`config.mk`:
```
export PLATFORM = sky130hd
export DESIGN_NAME = fpa_front
export DESIGN_NICKNAME = d
export VERILOG_FILES = /design/src/sv/fpa_pkg.sv /design/src/sv/fpa_front.sv
export SDC_FILE = /design/constraint.sdc
export NUM_CORES = 2
export LEC_CHECK = 0
export ABC_AREA = 1
export BUFFER_PORTS_ARGS = -buffer_cell sky130_fd_sc_hd__buf_2
export CAP_MARGIN = 20
export CORE_ASPECT_RATIO = 1.75
export CORE_UTILIZATION = 55
export CTS_CLUSTER_SIZE = 40
export DETAILED_ROUTE_END_ITERATION = 10
export GPL_TIMING_DRIVEN = 0
export HOLD_SLACK_MARGIN = 0.12
export PLACE_DENSITY = 0.69
export SYNTH_ARGS = -nofsm -noshare
export SYNTH_HDL_FRONTEND = slang
export SYNTH_SLANG_ARGS = --single-unit
```
`constraint.sdc`:
```
create_clock -name clock -period 15.45 [get_ports clock]
set_clock_uncertainty 0.1 [all_clocks]
set_input_delay 2.3175 -clock clock [delete_from_list [all_inputs] [get_ports clock]]
set_output_delay 2.3175 -clock clock [all_outputs]
set_load 0.01 [all_outputs]
```
`src/sv/fpa_pkg.sv`:
```
// fpa_pkg: beat types, opcodes and pipeline control types for the fixed point alu
// no dependencies
`default_nettype none
package fpa_pkg;

   localparam logic [3:0] OP_ADD = 4'd0;
   localparam logic [3:0] OP_SUB = 4'd1;
   localparam logic [3:0] OP_MUL = 4'd2;
   localparam logic [3:0] OP_DIV = 4'd3;
   localparam logic [3:0] OP_MOD = 4'd4;
   localparam logic [3:0] OP_NEG = 4'd5;
   localparam logic [3:0] OP_ABS = 4'd6;
   localparam logic [3:0] OP_INV = 4'd7;
   localparam logic [3:0] OP_INC = 4'd8;
   localparam logic [3:0] OP_DEC = 4'd9;
   localparam logic [3:0] OP_RATIO = 4'd10;

   localparam logic [1:0] KIND_SIMPLE = 2'd0;
   localparam logic [1:0] KIND_QUO = 2'd1;
   localparam logic [1:0] KIND_REM = 2'd2;

   localparam int DIV_STEPS = 64;

   typedef struct packed {
      logic [3:0]         opcode;
      logic signed [31:0] operand_a;
      logic signed [31:0] operand_b;
   } req_type;

   typedef struct packed {
      logic signed [31:0] result;
      logic               zero_divisor;
      logic               is_equal;
      logic               is_greater;
      logic               is_less;
   } rsp_type;

   typedef struct packed {
      logic [1:0]  kind;
      logic [31:0] simple;
      logic        negate;
      logic        zero_divisor;
      logic        is_equal;
      logic        is_greater;
      logic        is_less;
   } ctrl_type;

endpackage
`default_nettype wire

```
`src/sv/fpa_front.sv`:
```
// fpa_front: multiplier stage and divider operand set-up stage
// depends on fpa_pkg
`default_nettype none
module fpa_front #(
   parameter int SCALE = 10000
) (
   input  wire logic             clock,
   input  wire logic             reset,
   input  wire logic             en,
   input  wire logic             in_valid,
   input  wire fpa_pkg::req_type in_data,
   output logic                  out_valid,
   output fpa_pkg::ctrl_type     out_ctrl,
   output logic [63:0]           out_nq,
   output logic [31:0]           out_d
);
   import fpa_pkg::*;

   localparam logic [63:0] SCALE_SQ = 64'(SCALE) * 64'(SCALE);

   logic               v1_ff;
   req_type            r1_ff;
   logic signed [63:0] prod_ff;
   logic signed [31:0] mul_b;

   logic               v2_ff, v2_in;
   ctrl_type           c2_ff, c2_in;
   logic [63:0]        nq2_ff, nq2_in;
   logic [31:0]        d2_ff, d2_in;

   logic signed [63:0] num;
   logic signed [31:0] den;

   assign mul_b = (in_data.opcode == OP_MUL) ? in_data.operand_b : 32'(SCALE);

   always_ff @(posedge clock) begin
      if (reset) begin
         v1_ff <= 1'b0;
      end else if (en) begin
         v1_ff <= in_valid;
      end
      if (en) begin
         r1_ff   <= in_data;
         prod_ff <= 64'(in_data.operand_a) * 64'(mul_b);
      end
   end

   always_comb begin
      logic signed [31:0] a, b;
      a = r1_ff.operand_a;
      b = r1_ff.operand_b;
      v2_in = v1_ff;
      c2_in.kind = KIND_SIMPLE;
      c2_in.simple = 32'd0;
      c2_in.negate = 1'b0;
      c2_in.zero_divisor = 1'b0;
      c2_in.is_equal = (a == b);
      c2_in.is_greater = (a > b);
      c2_in.is_less = (a < b);
      num = prod_ff;
      den = b;
      case (r1_ff.opcode)
         OP_ADD: c2_in.simple = 32'(a + b);
         OP_SUB: c2_in.simple = 32'(a - b);
         OP_NEG: c2_in.simple = 32'(-a);
         OP_ABS: c2_in.simple = a[31] ? 32'(-a) : 32'(a);
         OP_INC: c2_in.simple = 32'(a + 32'sd1);
         OP_DEC: c2_in.simple = 32'(a - 32'sd1);
         OP_MUL: begin
            c2_in.kind = KIND_QUO;
            den = 32'(SCALE);
         end
         OP_DIV, OP_RATIO: begin
            c2_in.kind = (b == 0) ? KIND_SIMPLE : KIND_QUO;
            c2_in.zero_divisor = (b == 0);
         end
         OP_MOD: begin
            c2_in.kind = (b == 0) ? KIND_SIMPLE : KIND_REM;
            c2_in.zero_divisor = (b == 0);
            num = 64'(a);
         end
         OP_INV: begin
            c2_in.kind = (a == 0) ? KIND_SIMPLE : KIND_QUO;
            c2_in.zero_divisor = (a == 0);
            num = SCALE_SQ;
            den = a;
         end
         default: c2_in.simple = 32'd0;
      endcase
      if (c2_in.kind == KIND_REM) begin
         c2_in.negate = num[63];
      end else begin
         c2_in.negate = num[63] ^ den[31];
      end
      nq2_in = num[63] ? 64'(-num) : 64'(num);
      d2_in = den[31] ? 32'(-den) : 32'(den);
   end

   always_ff @(posedge clock) begin
      if (reset) begin
         v2_ff <= 1'b0;
      end else if (en) begin
         v2_ff <= v2_in;
      end
      if (en) begin
         c2_ff  <= c2_in;
         nq2_ff <= nq2_in;
         d2_ff  <= d2_in;
      end
   end

   assign out_valid = v2_ff;
   assign out_ctrl = c2_ff;
   assign out_nq = nq2_ff;
   assign out_d = d2_ff;

endmodule
`default_nettype wire

```
==> impl_metrics.json, run 1 <==
{
  "yosysSeqAreaShare_pct": 14.24,
  "place_inst": 8730,
  "clockBufferDepth": 3,
  "postCtsSetupBuffers": 0,
  "synth_edf_count": 267,
  "cts.repair.resized": 0,
  "ys_seq_elements": 269,
  "place_hpwl_um": 223300,
  "synthArstFlopShare_pct": 0,
  "cts_num_sinks": 269,
  "io_pins": 208,
  "status": "stopped before the end",
  "row_count": 155,
  "synth_cell_types": 50,
  "error_line": "[ERROR GRT-0116] Global routing finished with congestion. Check the congestion regions in the DRC Viewer.",
  "synthTopCellsByCount": "nand2_1, inv_1, fa_1",
  "io_buffers": 207,
  "grt_pass1_wl_um": 433100,
  "placed_cell_area_um2": 59390,
  "gp_congestion": 1.182,
  "synthesis.area_um2": 56590,
  "start_util_pct": 55.47,
  "htreeDepth": 1,
  "grt_pass1_vias": 57930,
  "synth.most_common_cell": "nand2_1",
  "root_buffer": "clkbuf_16",
  "grt_max_degree": 108,
  "grt_usage_pct": 59.60,
  "synthesis.nets": 8592,
  "yosysWarnings": 0,
  "fp.dieH_um": 426.3,
  "die_w_um": 244.5,
  "yosysTopAreaCellShare_pct": 38.35,
  "synthTopCellsByArea": "fa_1, edfxtp_1, nand2_1, inv_1, nor2_1",
  "synth_cells": 7184,
  "avgSynthCellArea_um2": 7.877,
  "gr-total-overflow": 166,
  "cts-buffers-inserted": 24,
  "lastStage": "5_1_grt",
  "synth_ff_type": "edfxtp_1",
  "ctsHoldBuffers": 0,
  "synth_top_cell_by_area": "fa_1"
}
-- kinds of logic after synthesis --
| logic type | Yosys count | synth area share (%) |
|---|---|---|
| xor+xnor | 127 | 1.966 |
| buf+inv | 1837 | 12.35 |
| simple gates | 3089 | 22.22 |
| fa+ha+maj | 1336 | 43.92 |
| compound gates | 526 | 5.305 |
| flops | 269 | 14.24 |
-- metal layers --
metal  GRT overflow  track usage, %
met5              0           1.261
met3              0           30.62
met2            110           85.45
met1              0           60.59
met4             56           61.36
-- metrics by stage --
stage | setup WS, ps | hold WS (ps) | util [%]
floorplan | 5378 | 330.3 | -
global placement | 2088 | 339.3 | 58.12
detailed placement | 1947 | 362.6 | 58.22
CTS | 2559 | 373.9 | 58.97
==> run 2: changes to the inputs <==
--- a/config.mk
+++ b/config.mk
@@ -8,13 +8,10 @@
 export ABC_AREA = 1
 export BUFFER_PORTS_ARGS = -buffer_cell sky130_fd_sc_hd__buf_2
 export CAP_MARGIN = 20
-export CORE_ASPECT_RATIO = 1.75
-export CORE_UTILIZATION = 55
-export CTS_CLUSTER_SIZE = 40
+export CORE_UTILIZATION = 40
 export DETAILED_ROUTE_END_ITERATION = 10
 export GPL_TIMING_DRIVEN = 0
-export HOLD_SLACK_MARGIN = 0.12
-export PLACE_DENSITY = 0.69
+export PLACE_DENSITY_LB_ADDON = 0.15
 export SYNTH_ARGS = -nofsm -noshare
 export SYNTH_HDL_FRONTEND = slang
 export SYNTH_SLANG_ARGS = --single-unit
==> impl_metrics.json, run 2 <==
{
  "io_buffers": 207,
  "grt_usage_pct": 38.83,
  "synth.most_common_cell": "nand2_1",
  "cp.arrival_ps": 13010,
  "fp.dieH_um": 378.1,
  "synth_cell_types": 50,
  "via_per_inst": 5.442,
  "synthArstFlopShare_pct": 0,
  "synth_ff_type": "edfxtp_1",
  "root_buffer": "clkbuf_16",
  "cts.repair.resized": 0,
  "grt_pass1_vias": 51930,
  "slew_violations": 0,
  "synth_top_cell_by_area": "fa_1",
  "synthTopCellsByCount": "nand2_1, inv_1, fa_1",
  "synthTopCellsByArea": "fa_1, edfxtp_1, nand2_1, inv_1, nor2_1",
  "drtPass1Iterations": 6,
  "place_hpwl_um": 235200,
  "gp_congestion": 1.027,
  "avgSynthCellArea_um2": 7.877,
  "final_cell_mix": "nand2_1, inv_1, fa_1",
  "combPwrFrac_pct": 81.3,
  "cts_num_sinks": 269,
  "synthesis.area_um2": 56590,
  "maxCapViolations": 0,
  "fin_hold_ws_ps": 349.1,
  "avgRoutedWirePerCell_um": 29.43,
  "fill_cells": 14780,
  "p_leak_nw": 30.39,
  "grt_setup_unrepaired": "no",
  "final_hold_viol_count": 0,
  "crit_slowest_cell": "fa_1",
  "path_clk_slew_ps": 60,
  "htreeDepth": 1,
  "insertion_delay_ps": 640,
  "max_stage_delay_ps": 920,
  "gr-total-overflow": 0,
  "yosysSeqAreaShare_pct": 14.24,
  "ctsHoldBuffers": 0,
  "cts-buffers-inserted": 30,
  "crit_top_cell": "fa_1",
  "worst_slew_pin_slew_ps": 1345,
  "final_common_cell": "nand2_1",
  "final_nets": 8855,
  "grtUsageMet2_pct": 62.88,
  "status": "completed",
  "cts_tree": "yes",
  "fp.dieArea_um2": 143000,
  "wl_um": 275100,
  "p_switching_mw": 6.749,
  "clockBufferDepth": 3,
  "drtAntennaViolNets": 0,
  "path_class": "input port to flop",
  "num_vias": 50880,
  "ys_seq_elements": 269,
  "multi_input_area_um2": 41540,
  "fin_crit_sh_pct": 82.49,
  "p_total_mw": 11.37,
  "fin_setup_tns_ps": 0,
  "area_growth_pct": 8.433,
  "hold_path.class": "flop to flop",
  "min_period_ps": 12740,
  "synthesis.nets": 8592,
  "postCtsSetupBuffers": 0,
  "intPower_mw": 4.622,
  "layout-drive-gt1-share_pct": 5.370,
  "start_util_pct": 40.46,
  "setup_ws_ps": 2705,
  "dr.first_iter.drc_count": 4720,
  "grt_max_degree": 118,
  "post-route-drc-count": 0,
  "busiest_layer": "met2",
  "clock_power_share_pct": 6.3,
  "grtUsageMet3_pct": 6.454,
  "fmax_mhz": 78.46,
  "pwr-share-seq_pct": 12.4,
  "synth_edf_count": 267,
  "top_register": "r1_ff",
  "seq_area_um2": 8058,
  "row_count": 137,
  "cp-end-kind": "flop",
  "grt_antenna_before_repair": 20,
  "largest_register_ffs": 68,
  "io_pins": 208,
  "start_kind": "input port",
  "yosysTopAreaCellShare_pct": 38.35,
  "synth_cells": 7184,
  "core_um2": 139900,
  "switching_share_pct": 59.35,
  "slew_headroom_pct": 10.33,
  "vdd.ir_drop.worst_mv": 0.2336,
  "place_ws_ps": 2101,
  "grt_pass1_wl_um": 384400,
  "final-setup-viol-count": 0,
  "die_w_um": 378.1,
  "cp.required_ps": 15720,
  "crit_fanout": 11,
  "yosysWarnings": 0,
  "p_per_area_nw_per_um2": 185.3,
  "grt_use_met1_pct": 47.77
}
[run 2: cell counts after synthesis]
Identical to the previous run, type by type.
[run 2: power by group through the flow]
stage / combinational [mW] / sequential [mW] / clock [mW]
6_report: 9.25 / 1.41 / 0.711
5_1_grt: 10.0 / 1.43 / 0.745
4_1_cts: 9.08 / 1.41 / 0.727
3_5_place_dp: 9.03 / 1.43 / 0
3_3_place_gp: 9.03 / 1.43 / 0
2_1_floorplan: 5.51 / 1.44 / 0
[run 2: per-layer routing]
| metal | wire length (um) | up-vias |
|---|---|---|
| li1 | - | 22070 |
| met1 | 105400 | 25700 |
| met2 | 125500 | 2409 |
| met3 | 21560 | 686 |
| met4 | 22600 | 12 |
| met5 | 74 | - |
[run 2: cells by family (layout without fill, tap and decap cells)]
family / Yosys count / in the layout / share of synthesized area (%)
other: 0 / 5 / 0
and+or+nand+nor: 3089 / 3089 / 22.22
buffers and inverters: 1837 / 2121 / 12.35
adders and majority gates: 1336 / 1336 / 43.92
DFF: 269 / 269 / 14.24
xor gates and xnor gates: 127 / 127 / 1.966
AOI/OAI and AO/OA: 526 / 526 / 5.305
[run 2: per-stage QoR]
step | area [um^2] | util (%) | cells
CTS | 61300 | 43.83 | 9341
global placement | 59970 | 42.87 | 9267
detailed placement | 60350 | 43.15 | 9288
finish | 61360 | 43.87 | 9349
global route | 61350 | 43.86 | 9344
floorplan | 56590 | - | 7184
[run 2: path summary, 6_finish.rpt]
| check | start | to | slack (ps) | cells after the start |
|---|---|---|---|---|
| max reg2reg | r1_ff[1] | out_ctrl[36] | 10350 | 23 |
| max | in_data[67] | prod_ff[56] | 2710 | 29 |
| min | v1_ff | out_valid | 350 | 2 |
| min reg2reg | v1_ff | out_valid | 350 | 2 |
[run 2: final cells by class]
| cell class | count | area share [%] |
|---|---|---|
| tap | 1876 | 3.825 |
| inverter | 1604 | 9.812 |
| buffer | 233 | 1.576 |
| multi-input combinational | 5078 | 67.71 |
| timing repair buffer | 231 | 2.382 |
| sequential | 269 | 13.13 |
| clock inverter | 14 | 0.2161 |
| antenna | 5 | 0.02039 |
| clock buffer | 39 | 1.327 |
[run 2: worst max-delay path, delay by kind of cell]
kind	cells	cell delay (ps)
xor gates and xnor gates	1	80
adders and majority gates	9	4950
buffers and inverters	10	2690
and+or+nand+nor	9	2940
Power figures use the tool's default switching activity.
