===== config.mk =====
export PLATFORM = sky130hd
export DESIGN_NAME = fpa_div_step
export DESIGN_NICKNAME = d
export VERILOG_FILES = /design/src/sv/fpa_pkg.sv /design/src/sv/fpa_div_step.sv
export SDC_FILE = /design/constraint.sdc
export NUM_CORES = 1
export LEC_CHECK = 0
export ABC_AREA = 1
export BUFFER_PORTS_ARGS = -buffer_cell sky130_fd_sc_hd__clkbuf_2
export CAP_MARGIN = 20
export CORE_MARGIN = 4
export CORE_UTILIZATION = 49
export DETAILED_ROUTE_END_ITERATION = 10
export PLACE_DENSITY_LB_ADDON = 0.3
export SLEW_MARGIN = 20
export SYNTH_ARGS = -nofsm -noshare
export SYNTH_HDL_FRONTEND = slang
export SYNTH_SLANG_ARGS = --single-unit

===== constraint.sdc =====
create_clock -name clock -period 3 [get_ports clock]
set_clock_uncertainty 0.1 [all_clocks]
set_input_delay 0.45 -clock clock [delete_from_list [all_inputs] [get_ports clock]]
set_output_delay 0.45 -clock clock [all_outputs]
set_load 0.005 [all_outputs]

===== src/sv/fpa_pkg.sv =====
// fpa_pkg: beat types, opcodes and pipeline control types for the fixed point alu
// no dependencies
`default_nettype none
package fpa_pkg;

   localparam logic [3:0] OP_ADD = 4'd0;
   localparam logic [3:0] OP_SUB = 4'd1;
   localparam logic [3:0] OP_MUL = 4'd2;
   localparam logic [3:0] OP_DIV = 4'd3;
   localparam logic [3:0] OP_MOD = 4'd4;
   localparam logic [3:0] OP_NEG = 4'd5;
   localparam logic [3:0] OP_ABS = 4'd6;
   localparam logic [3:0] OP_INV = 4'd7;
   localparam logic [3:0] OP_INC = 4'd8;
   localparam logic [3:0] OP_DEC = 4'd9;
   localparam logic [3:0] OP_RATIO = 4'd10;

   localparam logic [1:0] KIND_SIMPLE = 2'd0;
   localparam logic [1:0] KIND_QUO = 2'd1;
   localparam logic [1:0] KIND_REM = 2'd2;

   localparam int DIV_STEPS = 64;

   typedef struct packed {
      logic [3:0]         opcode;
      logic signed [31:0] operand_a;
      logic signed [31:0] operand_b;
   } req_type;

   typedef struct packed {
      logic signed [31:0] result;
      logic               zero_divisor;
      logic               is_equal;
      logic               is_greater;
      logic               is_less;
   } rsp_type;

   typedef struct packed {
      logic [1:0]  kind;
      logic [31:0] simple;
      logic        negate;
      logic        zero_divisor;
      logic        is_equal;
      logic        is_greater;
      logic        is_less;
   } ctrl_type;

endpackage
`default_nettype wire


===== src/sv/fpa_div_step.sv =====
// fpa_div_step: one restoring division step, one quotient bit per stage
// depends on fpa_pkg
`default_nettype none
module fpa_div_step (
   input  wire logic              clock,
   input  wire logic              reset,
   input  wire logic              en,
   input  wire logic              in_valid,
   input  wire fpa_pkg::ctrl_type in_ctrl,
   input  wire logic [31:0]       in_rem,
   input  wire logic [63:0]       in_nq,
   input  wire logic [31:0]       in_d,
   output logic                   out_valid,
   output fpa_pkg::ctrl_type      out_ctrl,
   output logic [31:0]            out_rem,
   output logic [63:0]            out_nq,
   output logic [31:0]            out_d
);
   import fpa_pkg::*;

   logic        valid_ff;
   ctrl_type    ctrl_ff;
   logic [31:0] rem_ff, rem_in, d_ff;
   logic [63:0] nq_ff, nq_in;
   logic [32:0] part;
   logic [33:0] diff;
   logic        ge;

   assign part = {in_rem, in_nq[63]};
   assign diff = {1'b0, part} - {2'b00, in_d};
   assign ge = ~diff[33];
   assign rem_in = ge ? diff[31:0] : part[31:0];
   assign nq_in = {in_nq[62:0], ge};

   always_ff @(posedge clock) begin
      if (reset) begin
         valid_ff <= 1'b0;
      end else if (en) begin
         valid_ff <= in_valid;
      end
      if (en) begin
         ctrl_ff <= in_ctrl;
         rem_ff  <= rem_in;
         nq_ff   <= nq_in;
         d_ff    <= in_d;
      end
   end

   assign out_valid = valid_ff;
   assign out_ctrl = ctrl_ff;
   assign out_rem = rem_ff;
   assign out_nq = nq_ff;
   assign out_d = d_ff;

endmodule
`default_nettype wire

---- Word-level counts from Yosys, hierarchy flattened ----
Cells that the tools add are included.
cells by class
  bitwise gates (word level) .............. 1
  div/mod/pow operators ................... 0
  multiply operators ...................... 0
  shift-type cells ........................ 0
  add/sub/neg operators ................... 1
  equal/unequal tests ..................... 0
  multiplexer cells ....................... 1
  reductions and logical operators ........ 0
  $lt $le $gt $ge ......................... 0
operators by type and width
  kind                                            count
  33-bit by 32-bit subtractor with 34-bit output  1
  32-bit 2-to-1 mux                               1
  1-bit NOT                                       1
storage, ports and cells
  bits in read-only memories .............. 0
  register bits ........................... 168
  input bits .............................. 171
  output and inout bits ................... 168
  memory bits (writable) .................. 0
  latch bits .............................. 0
  memories ................................ 0

---- Logic depth before layout (Yosys ltp) ----
Gate-level depths: netlist of run 1.
  depth in word-level cells ............... 2
  depth in mapped cells ................... 15
  mapped depth without buffers ............ 15

---- Worst setup path after synthesis of run 1 ----
OpenSTA, ideal clock, no wires.
  kind .................................... input to register
  from .................................... input in_nq[63]
  to ...................................... register rem_ff[28], in the netlist out_rem[28], data pin
  cell stages on the path ................. 14
  data arrival time ....................... 1.867 ns
  library setup time ...................... 0.252 ns
  buffers on the path ..................... 0
  path slack .............................. 0.781 ns
  path through ............................ inv_1 ha_1 inv_1 fa_1 nand3_1 nand3_1 nand2_1 nand2_1 nand2_1 nand2_1 nand2_1 nand3_1 nand3_2 nand2_1
on the way
  longest elaborated chain between the ends .. 2
RTL lines
  element                                         RTL line            RTL
  from (decl)                                     fpa_div_step.sv:11  input wire logic [63:0] in_nq,
  33-bit by 32-bit subtractor with 34-bit output  fpa_div_step.sv:30  assign diff = {1'b0, part} - {2'b00, in_d};
  32-bit 2-to-1 mux                               fpa_div_step.sv:32  assign rem_in = ge ? diff[31:0] : part[31:0];
  via rem_in[28]                                  fpa_div_step.sv:23  logic [31:0] rem_ff, rem_in, d_ff;
  to (signal assigned)                            fpa_div_step.sv:43  rem_ff <= rem_in;
  to (decl)                                       fpa_div_step.sv:23
The timed path passes the listed nets, and every way through them passes these cells.
A chain may end at the register's enable or synchronous reset.

---- Final worst setup path of run 1 ----
Same ends and word-level chain as after synthesis.

==> key figures, run 1 <==
Pwr
  • LEAKAGE: 5.49 nW
  • Clock share of power: 35.0%
  • Seq pwr share: 47.4%
  • Total Power: 6.11 mW
  • Combinational power share: 17.6%
  • Switching Power: ~1.7 mW
  • Power Density: 569 nW/um2
  • Switching share of power: 28.3%
  • Power Internal: 4.38 mW
  • IR drop worst, VDD: 0.376 mV

Placement
  • Final GP Congestion: 0.964
  • Setup Slack @ Placement: 0.309 ns
  • I/O Buffers: 338
  • DP Wirelength: 19500 um
  • DP Area: 10100 um2
  • Post-placement cell count: between 1000 and 1500

Critical path
  • Worst-path cell chain: clkbuf_2, inv_1, ha_1, inv_1, fa_1, nand3_1, nand3_1, nand2_1, nand2_1, nand2_1, nand2_1, nand2_1, nand3_1, nand3_2, nand2_1
  • Worst EP required: just over 3 ns
  • Cell mode on critical path: nand2_1
  • Nature of the critical path startpoint: input pin
  • CP top delay family: simple AND/OR/NAND/NOR gates
  • Crit-path slowest cell: fa_1
  • CP peak stage delay: ~0.46 ns
  • Worst path bufs/invs: 3
  • CP Class: in -> reg
  • Crit path capture type: flip-flop
  • Critical-path maximum fanout: 4
  • Worst EP arrival: around 2.4 ns

Yosys
  • Synth warnings: 0
  • Synth top area cells: edfxtp_1 61%, nand2_1 12%, inv_1 6.5%, ha_1 4.9%, nand3_1 3.5%
  • EDFF count, synth: 167
  • Biggest area consumer among synthesized cells: edfxtp_1
  • Synthesized area: 8190 um2
  • Synthesized Nets: 1013
  • Post-synth top flop: edfxtp_1
  • Yosys top cell area share: 61.3%
  • Mapped Avg Cell Area: ~10 um2
  • #FFs+latches synth: between 150 and 200
  • Most common cell in the netlist: nand2_1
  • Library cells used by synthesis: 32
  • Post-Syn Instances: between 800 and 900
  • Post-synth top cells: 264 x nand2_1, 167 x edfxtp_1, 142 x inv_1
  • Sequential area share after synthesis: 61.5%
  • Ys async rst share: 0%

CTS
  • Hold_buf cts: 0
  • CTS root buffer: clkbuf_16
  • Sink Count: between 150 and 200
  • # resized after CTS: 0
  • Later-pin clock latency in the skew report: 0.42 ns
  • Clock Path Buffers: 2
  • Post-CTS Setup Bufs: 0
  • CTS tree: yes
  • CTS buffer count: 17
  • H-tree levels: 4
  • Clk slew on worst S/H paths: 0.07 ns

Detailed routing
  • Initial DRC count: 381
  • Drt drc: 0
  • Detail Route Antenna Nets: 0
  • Drt via density: 4.88
  • Vias: 6795
  • Drt wl/cell: about 17 um
  • Post-Route WL: around 24000 um
  • Routed wire length on met3: roughly 2100 um
  • Uppermost routed layer: met4
  • DRT Pass-1 Iters: 5
  • Met1 Wirelength: 8750 um
  • Met2 WL: between 10000 and 15000 um

STA
  • Min Clock Period, post-route: 2.28 ns
  • Final Hold Fails: 0
  • Headroom to the max-slew limit: between 60% and 70%
  • Fin. max-slew vios: 0
  • Tcrit/Tclk final: roughly 76%
  • Worst-margin pin slew: 0.567 ns
  • RSZ-0062 raised after global routing: false
  • Worst Slack Setup Final: 0.715 ns
  • Setup TNS: 0 ns
  • FMAX: 438 MHz
  • Endpoints failing setup: 0

Global routing
  • All-Layer GR Usage: 25.3%
  • Number of global-route vias before repair: 6660
  • Largest net degree at the start of global routing: 58
  • Initial antenna violation count: 1
  • First-pass GRT wire length: about 36000 um
  • Total global routing overflow: 0

Cells and area
  • Final #Nets: 1367
  • Post-Layout Cell Count: 1393
  • P&R area growth vs syn: 31.1%
  • Ratio of cells with drive above 1 in the final layout: between 30% and 40%
  • Post-layout instance area: 10700 um2

Floorplan
  • Die area: 18800 um2
  • I/O pin count: 339
  • Initial Utilization: 50.8%
  • Die H: 137 um
  • Die Width: 137 um
  • Core ar.: approximately 16000 um2
  • # rows: 46

Flow run
  • Max-cap viol count: 0

Min path
  • Min-delay worst type: in -> reg

Outcome
  • Status: completed
cells in the final DEF (no fill, tap or decap), drive strengths merged:
| master | Yosys | final |
|---|---|---|
| nand3b | 5 | 5 |
| diode | 0 | 1 |
| and2 | 10 | 10 |
| dfxtp | 1 | 1 |
| nand3 | 72 | 72 |
| xor2 | 15 | 15 |
| mux2i | 1 | 1 |
| o21bai | 3 | 3 |
| or2 | 1 | 1 |
| ha | 32 | 32 |
| a21oi | 19 | 19 |
| nor3 | 4 | 4 |
| clkbuf | 0 | 354 |
| nand2 | 270 | 270 |
| inv | 145 | 152 |
| clkinvlp | 0 | 2 |
| nor2 | 45 | 45 |
| and3 | 1 | 1 |
| fa | 1 | 1 |
| clkinv | 0 | 6 |
| edfxtp | 167 | 167 |
| buf | 9 | 7 |
| o21ai | 1 | 1 |
| nand4 | 7 | 7 |
kinds of logic (layout without fill, tap and decap cells):
kind of cell    count (synthesis)  after routing  synth area share [%]
flops                         168            168                  61.5
other cells                     0              1                     0
fa+ha+maj                      33             33                  5.14
mux                             1              1                 0.122
xor+xnor                       15             15                  1.61
simple gates                  415            415                  22.5
compound gates                 23             23                  1.54
buf+inv                       154            521                  7.57
state kept, by name, summed over array words and instances, names as in the netlist:
name and cells:
out_ctrl 39, out_d 32, out_rem 32, out_valid 1, out_nq 64
worst register-to-register path, cell delays in order (launching register included):
cell and delay (ns):
dfxtp_1 0.31, mux2i_1 0.13, nor2_1 0.05
power by group through the flow:
stage | clock [mW] | combinational [mW] | sequential, mW
2_1_floorplan | 0 | 0.491 | 2.98
3_3_place_gp | 0 | 1.05 | 2.94
3_5_place_dp | 0 | 1.07 | 2.95
4_1_cts | 2.17 | 1.08 | 2.90
5_1_grt | 2.28 | 1.19 | 2.91
6_report | 2.14 | 1.07 | 2.89
cell type report:
type,count,area (um2)
Fill cell,1340,5380
Sequential cell,168,5030
Multi-Input combinational cell,487,2530
Timing Repair Buffer,344,1770
Inverter,145,544
Clock buffer,17,425
Tap cell,216,270
Clock inverter,15,158
Antenna cell,1,2.50
routing by layer:
| layer | global-route usage [%] | vias to the layer above |
|---|---|---|
| met5 | 0 | - |
| li1 | - | 3348 |
| met3 | 7.52 | 43 |
| met4 | 8.70 | 0 |
| met1 | 28.0 | 3117 |
| met2 | 46.0 | 287 |
path summary, 6_finish.rpt:
kind	depth (start not counted)	slack [ns]	to	from
max	15	0.72	out_rem[28]	in_nq[63]
min	2	0.07	out_valid	reset
max reg2reg	2	2.30	out_valid	out_valid
min reg2reg	2	0.41	out_valid	out_valid
per-stage QoR:
| stage | hold WS (ns) | util, % |
|---|---|---|
| 2_1_floorplan | 0.385 | - |
| 3_3_place_gp | 0.378 | 63.0 |
| 3_5_place_dp | 0.392 | 63.0 |
| 4_1_cts | 0.0547 | 66.6 |
| 5_1_grt | 0.0574 | 66.6 |
| 6_report | 0.0738 | 66.6 |
(Power assumes the default switching activity.)
==> run 2: changes to the inputs <==
--- a/config.mk
+++ b/config.mk
@@ -9,7 +9,7 @@
 export BUFFER_PORTS_ARGS = -buffer_cell sky130_fd_sc_hd__clkbuf_2
 export CAP_MARGIN = 20
 export CORE_MARGIN = 4
-export CORE_UTILIZATION = 49
+export CORE_UTILIZATION = 44
 export DETAILED_ROUTE_END_ITERATION = 10
 export PLACE_DENSITY_LB_ADDON = 0.3
 export SLEW_MARGIN = 20
==> constraint.sdc (replaced) <==
create_clock -name clock -period 1.9 [get_ports clock]
set_clock_uncertainty 0.1 [all_clocks]
set_input_delay 0.285 -clock clock [delete_from_list [all_inputs] [get_ports clock]]
set_output_delay 0.285 -clock clock [all_outputs]
set_load 0.005 [all_outputs]
==> run 2 against run 1 <==
Compared with the run above: combinational power increased by 120%; critical path depth is 2 lower; cell area increased by 24%; non-clock buffer count rose by 239; sequential power rose by 59%; global-route usage up 2.7 points; routed wire length increased by 24%; via count up 17%; die area up 11%; critical endpoint is now out_rem[27].
==> key figures, run 2 (synthesis results as in run 1) <==
Detailed routing
  • Detail Route Antenna Nets: 0 (unchanged)
  • Uppermost routed layer: met4 (unchanged)
  • Drt drc: 0 (unchanged)
  • Drt wl/cell: 18.2 um (was 17.4 um)
  • Met1 Wirelength: 11100 um (was 8750 um)
  • Met2 WL: 15200 um (was 12600 um)
  • Routed wire length on met3: 2050 um (was 2140 um)
  • Initial DRC count: 486 (was 381)
  • Post-Route WL: 30000 um (was 24300 um)
  • Drt via density: 4.83 (was 4.88)
  • DRT Pass-1 Iters: 6 (was 5)
  • Vias: 7942 (was 6795)

CTS
  • Later-pin clock latency in the skew report: 0.42 ns (about the same)
  • Clk slew on worst S/H paths: 0.07 ns (about the same)
  • Sink Count: 168 (unchanged)
  • H-tree levels: 4 (unchanged)
  • Clock Path Buffers: 2 (unchanged)
  • CTS tree: yes (unchanged)
  • CTS buffer count: 17 (unchanged)
  • CTS root buffer: clkbuf_16 (unchanged)

Floorplan
  • # rows: 49 (was 46)
  • I/O pin count: 339 (unchanged)
  • Core ar.: 18100 um2 (was 16100 um2)
  • Die H: 144 um (was 137 um)
  • Initial Utilization: 45.1% (was 50.8%)
  • Die area: 20800 um2 (was 18800 um2)
  • Die Width: 144 um (was 137 um)

STA
  • Endpoints failing setup: 0 (unchanged)
  • Worst-margin pin slew: 0.419 ns (was 0.567 ns)
  • FMAX: 551 MHz
  • Tcrit/Tclk final: 95.4%
  • Final Hold Fails: 0 (unchanged)
  • Headroom to the max-slew limit: 72.1% (was 62.2%)
  • Fin. max-slew vios: 0 (unchanged)
  • Min Clock Period, post-route: 1.81 ns

Cells and area
  • Most frequent cells in the layout: 337 x clkbuf_2, 253 x nand2_1, 167 x edfxtp_1, 138 x inv_1, 135 x dlygate4sd3_1 (was 337 x clkbuf_2, 264 x nand2_1, 167 x edfxtp_1, 142 x inv_1, 58 x nand3_1)
  • Max reg flops: 64 (unchanged)
  • Ratio of cells with drive above 1 in the final layout: 39.2% (was 34.5%)
  • Commonest non-fill, non-tap cell in the layout: clkbuf_2 (unchanged)
  • Antenna diodes: 0 (was 1)
  • P&R area growth vs syn: 62.4% (was 31.1%)
  • Layout Utilization: 73.2% (was 66.6%)
  • Final #Nets: 1607 (was 1367)

Critical path
  • Worst EP arrival: 1.90 ns (was 2.38 ns)
  • CP peak stage delay: 0.34 ns (was 0.46 ns)
  • Worst-path cell chain: clkbuf_2, inv_1, ha_1, nand2_1, nor2_1, inv_1, nor2_1, and2_1, nand2_1, nand2_1, nand2_1, nand3_2, nand2_1 (was clkbuf_2, inv_1, ha_1, inv_1, fa_1, nand3_1, nand3_1, nand2_1, nand2_1, nand2_1, nand2_1, nand2_1, nand3_1, nand3_2, nand2_1)
  • Worst EP required: 1.99 ns (was 3.09 ns)
  • Critical-path maximum fanout: 4 (unchanged)
  • Cell mode on critical path: nand2_1 (unchanged)
  • Nature of the critical path startpoint: input pin (unchanged)
  • Crit path capture type: flip-flop (unchanged)
  • Crit-path slowest cell: ha_1 (was fa_1)
  • CP Class: in -> reg (unchanged)

Global routing
  • Largest net degree at the start of global routing: 70 (was 58)
  • First-pass GRT wire length: 43700 um (was 35500 um)
  • All-Layer GR Usage: 27.9% (was 25.3%)
  • Number of global-route vias before repair: 8075 (was 6660)
  • Initial antenna violation count: 0 (was 1)
  • Total global routing overflow: 0 (unchanged)

Pwr
  • Power Density: 784 nW/um2 (was 569 nW/um2)
  • IR drop worst, VDD: 0.693 mV (was 0.376 mV)
  • LEAKAGE: 6.59 nW (was 5.49 nW)
  • Total Power: 10.4 mW (was 6.11 mW)

Flow run
  • Max-cap viol count: 0 (unchanged)

Min path
  • Min-delay worst type: in -> reg (unchanged)

Outcome
  • Status: completed (unchanged)

Placement
  • Final GP Congestion: 0.927 (was 0.964)
  • I/O Buffers: 338 (unchanged)
  • DP Wirelength: 20400 um (was 19500 um)
-- run 2: cell types whose count changed in the layout (fill, tap and decap cells not counted), sizes merged --
cell         previous run  this run
diode                   1         0
clkinvlp                2         1
clkinv                  6         8
inv                   152       151
nand2                 270       271
dlygate4sd3             0       135
buf                     7       111
-- run 2: layout make-up --
| cell class | count | area [um2] |
|---|---|---|
| inverter | 145 | 559 |
| timing repair buffer | 583 | 3940 |
| sequential | 168 | 5030 |
| multi-input combinational | 488 | 2880 |
| clock buffer | 17 | 425 |
| tap | 229 | 287 |
| fill | 1325 | 4860 |
| clock inverter | 15 | 158 |
-- run 2: routing by layer --
metal / global-route usage, % / vias up
met5: 0 / -
met3: 5.29 / 90
met2: 49.3 / 342
met1: 31.9 / 3678
met4: 15.2 / 0
li1: - / 3832
-- run 2: final timing paths --
check	start	endpoint	slack, ns	cells after the start
max	in_d[13]	out_rem[27]	0.09	13
min	in_valid	out_valid	0.03	3
max reg2reg	out_valid	out_valid	1.19	2
min reg2reg	out_valid	out_valid	0.44	2
-- run 2: worst max-delay path, delay by kind of cell --
kind | cells | cell delay [ns]
simple gates | 9 | 1.02
fa+ha+maj | 1 | 0.34
buf+inv | 3 | 0.24
-- run 2: what timing repair did --
item,CTS,global route
pin swaps,0,4
setup endpoints to repair,1,32
buffers inserted,0,2
hold buffers,135,0
hold endpoints to repair,135,0
gates cloned,0,1
gates resized for setup,1,28
-- run 2: through the flow --
stage	hold WS [ns]	setup WS, ns	instances	cell area, um2	setup TNS, ns
finish	0.0275	0.0866	1645	13300	0
global route	0.0517	-0.0219	1645	13300	-0.0590
CTS	0.0282	0.0222	1642	13100	0
detailed placement	0.355	-0.479	1475	11100	-12.56
global placement	0.343	-0.440	1475	11100	-12.12
floorplan	0.257	-0.00848	809	8370	-0.00848
-- run 2: where the power goes --
part	internal, mW	switching, mW	total (mW)
registers	4.48	0.111	4.59
logic	1.14	1.22	2.36
clock network	1.76	1.72	3.48
total	7.38	3.05	10.4
==> run 3: changes to the inputs <==
--- a/config.mk
+++ b/config.mk
@@ -11,7 +11,8 @@
 export CORE_MARGIN = 4
 export CORE_UTILIZATION = 44
 export DETAILED_ROUTE_END_ITERATION = 10
-export PLACE_DENSITY_LB_ADDON = 0.3
+export PLACE_DENSITY_LB_ADDON = 0.12
+export SETUP_SLACK_MARGIN = 0.5
 export SLEW_MARGIN = 20
 export SYNTH_ARGS = -nofsm -noshare
 export SYNTH_HDL_FRONTEND = slang
==> run 3 against run 2 <==
Compared with the run above: clock power shrank 3%; fmax grew 4.2%; combinational power grew 12%; critical endpoint is now out_rem[28]; largest cell class unchanged; highest routed layer is now met5.
==> key figures, run 3 (synthesis results as in run 1) <==
Cells and area
  • Post-layout instance area: 14200 um2 (was 13300 um2)
  • P&R area growth vs syn: 73.5% (was 62.4%)
  • Max reg flops: 64 (unchanged)
  • Commonest non-fill, non-tap cell in the layout: clkbuf_2 (unchanged)
  • Final #Nets: 1632 (was 1607)
  • Ratio of cells with drive above 1 in the final layout: 47.8% (was 39.2%)
  • Layout Utilization: 78.3% (was 73.2%)
  • Post-Layout Cell Count: 1670 (was 1645)
  • Most frequent cells in the layout: 329 x clkbuf_2, 201 x nand2_1, 167 x edfxtp_1, 136 x dlygate4sd3_1, 121 x inv_1 (was 337 x clkbuf_2, 253 x nand2_1, 167 x edfxtp_1, 138 x inv_1, 135 x dlygate4sd3_1)

Critical path
  • CP peak stage delay: 0.37 ns (was 0.34 ns)
  • Crit-path slowest cell: fa_2 (was ha_1)
  • CP Class: in -> reg (unchanged)
  • Worst-case reg-to-reg path depth: 3 (was 2)
  • R2R Setup Slk: 0.64 ns (was 1.19 ns)
  • Cell mode on critical path: nand2_2 (was nand2_1)
  • CP startpoint: in_nq[63] (was in_d[13])
  • Worst path bufs/invs: 3 (unchanged)
  • Nature of the critical path startpoint: input pin (unchanged)
  • Worst-path cell chain: clkbuf_8, inv_12, ha_4, inv_4, fa_2, nand3_2, nand3_4, nand2_2, nand2_2, nand2_1, nand2_2, nand2_2, nand3_2, nand3_4, nand2_1 (was clkbuf_2, inv_1, ha_1, nand2_1, nor2_1, inv_1, nor2_1, and2_1, nand2_1, nand2_1, nand2_1, nand3_2, nand2_1)
  • Worst EP arrival: 1.84 ns (was 1.90 ns)
  • RR Startpoint: out_valid (unchanged)
  • Worst EP required: 2.00 ns (was 1.99 ns)
  • Crit Reg-Reg Endpoint: out_valid (unchanged)
  • Crit path capture type: flip-flop (unchanged)
  • CP Capture Point: out_rem[28] (was out_rem[27])
  • Critical-path maximum fanout: 4 (unchanged)
  • CP Depth: 15 (was 13)
  • CP top delay family: simple AND/OR/NAND/NOR gates (unchanged)

Pwr
  • IR drop worst, VDD: 0.586 mV (was 0.693 mV)
  • Power Density: 748 nW/um2 (was 784 nW/um2)
  • LEAKAGE: 6.88 nW (was 6.59 nW)

STA
  • Fin. max-slew vios: 0 (unchanged)
  • Final Hold Fails: 0 (unchanged)
  • Setup TNS: 0 ns (unchanged)
  • Endpoints failing setup: 0 (unchanged)
  • Headroom to the max-slew limit: 78.8% (was 72.1%)
  • FMAX: 575 MHz (was 551 MHz)
  • Worst-margin pin slew: 0.318 ns (was 0.419 ns)
  • Tcrit/Tclk final: 91.6% (was 95.4%)
  • Min Clock Period, post-route: 1.74 ns (was 1.81 ns)
  • RSZ-0062 raised after global routing: true

Detailed routing
  • Detail Route Antenna Nets: 0 (unchanged)
  • Initial DRC count: 420 (was 486)
  • Vias: 7910 (was 7942)
  • Drt drc: 0 (unchanged)
  • Post-Route WL: 29200 um (was 30000 um)
  • DRT Pass-1 Iters: 5 (was 6)
  • Drt via density: 4.74 (was 4.83)
  • Drt wl/cell: 17.5 um (was 18.2 um)

CTS
  • CTS root buffer: clkbuf_16 (unchanged)
  • Later-pin clock latency in the skew report: 0.43 ns (was 0.42 ns)
  • Clk slew on worst S/H paths: 0.08 ns (was 0.07 ns)
  • CTS tree: yes (unchanged)
  • H-tree levels: 4 (unchanged)
  • Sink Count: 168 (unchanged)
  • Clock Path Buffers: 2 (unchanged)
  • CTS buffer count: 17 (unchanged)

Global routing
  • Largest net degree at the start of global routing: 45 (was 70)
  • Total global routing overflow: 0 (unchanged)
  • All-Layer GR Usage: 26.9% (was 27.9%)
  • Initial antenna violation count: 2 (was 0)
  • Number of global-route vias before repair: 7979 (was 8075)
  • First-pass GRT wire length: 42600 um (was 43700 um)

Outcome
  • Status: completed (unchanged)

Placement
  • DP Area: 11400 um2 (was 11100 um2)
  • DP Wirelength: 20000 um (was 20400 um)
  • I/O Buffers: 338 (unchanged)
  • Post-placement cell count: 1474 (was 1475)
  • Final GP Congestion: 0.889 (was 0.927)

Floorplan
  • # rows: 49 (unchanged)
  • Core ar.: 18100 um2 (unchanged)
  • Die area: 20800 um2 (unchanged)
  • I/O pin count: 339 (unchanged)
  • Initial Utilization: 45.1% (unchanged)
  • Die Width: 144 um (unchanged)
  • Die H: 144 um (unchanged)

Flow run
  • Max-cap viol count: 0 (unchanged)

Min path
  • Min-delay worst type: in -> reg (unchanged)
## run 3: cell types whose count changed in the layout (fill, tap and decap cells not counted), sizes merged
cell,previous run,this run
nand2,271,270
clkbuf,354,350
dlygate4sd3,135,136
clkinvlp,1,0
buf,111,140
diode,0,1
inv,151,153
clkinv,8,6
## run 3: through the flow
stage	power, mW	setup slack, ns	hold WS [ns]
floorplan	5.59	-0.00848	0.257
global placement	6.73	-0.438	0.347
detailed placement	6.76	-0.454	0.356
CTS	10.5	0.199	0.0884
global route	11.1	0.0947	0.108
finish	10.6	0.160	0.116
## run 3: cell type report
type,instances,area (um2)
multi-input combinational,487,3400
sequential,168,5030
clock inverter,14,153
antenna,1,2.50
inverter,145,569
tap,229,287
clock buffer,17,425
fill,1201,3940
timing repair buffer,609,4330
## run 3: worst min-delay path by stage
stage | startpoint | to | slack [ns] | depth (start not counted)
floorplan | reset | out_valid | 0.26 | 1
global placement | reset | out_valid | 0.35 | 2
detailed placement | reset | out_valid | 0.36 | 2
CTS | en | out_rem[23] | 0.09 | 1
global route | en | out_rem[23] | 0.11 | 1
finish | in_rem[1] | out_rem[2] | 0.12 | 3
## run 3: routing by layer
metal | track usage (%) | part of all wire, %
met4 | 10.3 | 3.9
met5 | 0 | 0.044
met1 | 30.7 | 37
met2 | 49.6 | 53
met3 | 5.46 | 6.2
## run 3: tightest hold or removal path: stages
cell and delay [ns]:
clkbuf_2 0.11, nand3_1 0.08, nand2_1 0.07
## run 3: power breakdown
part	leakage [nW]	switching, mW	internal, mW	total (mW)
combinational	4.96	1.33	1.32	2.65
clock	0.283	1.64	1.75	3.39
sequential	1.64	0.106	4.48	4.59
## run 3: repair_timing
| item | 4_1_cts | 5_1_grt |
|---|---|---|
| hold buffers | 136 | 0 |
| gates resized for setup | 73 | 79 |
| setup endpoints to repair | 33 | 35 |
| pin swaps | 19 | 39 |
| hold endpoints to repair | 135 | 0 |
| buffers inserted | 15 | 10 |
| gates cloned | 1 | 2 |
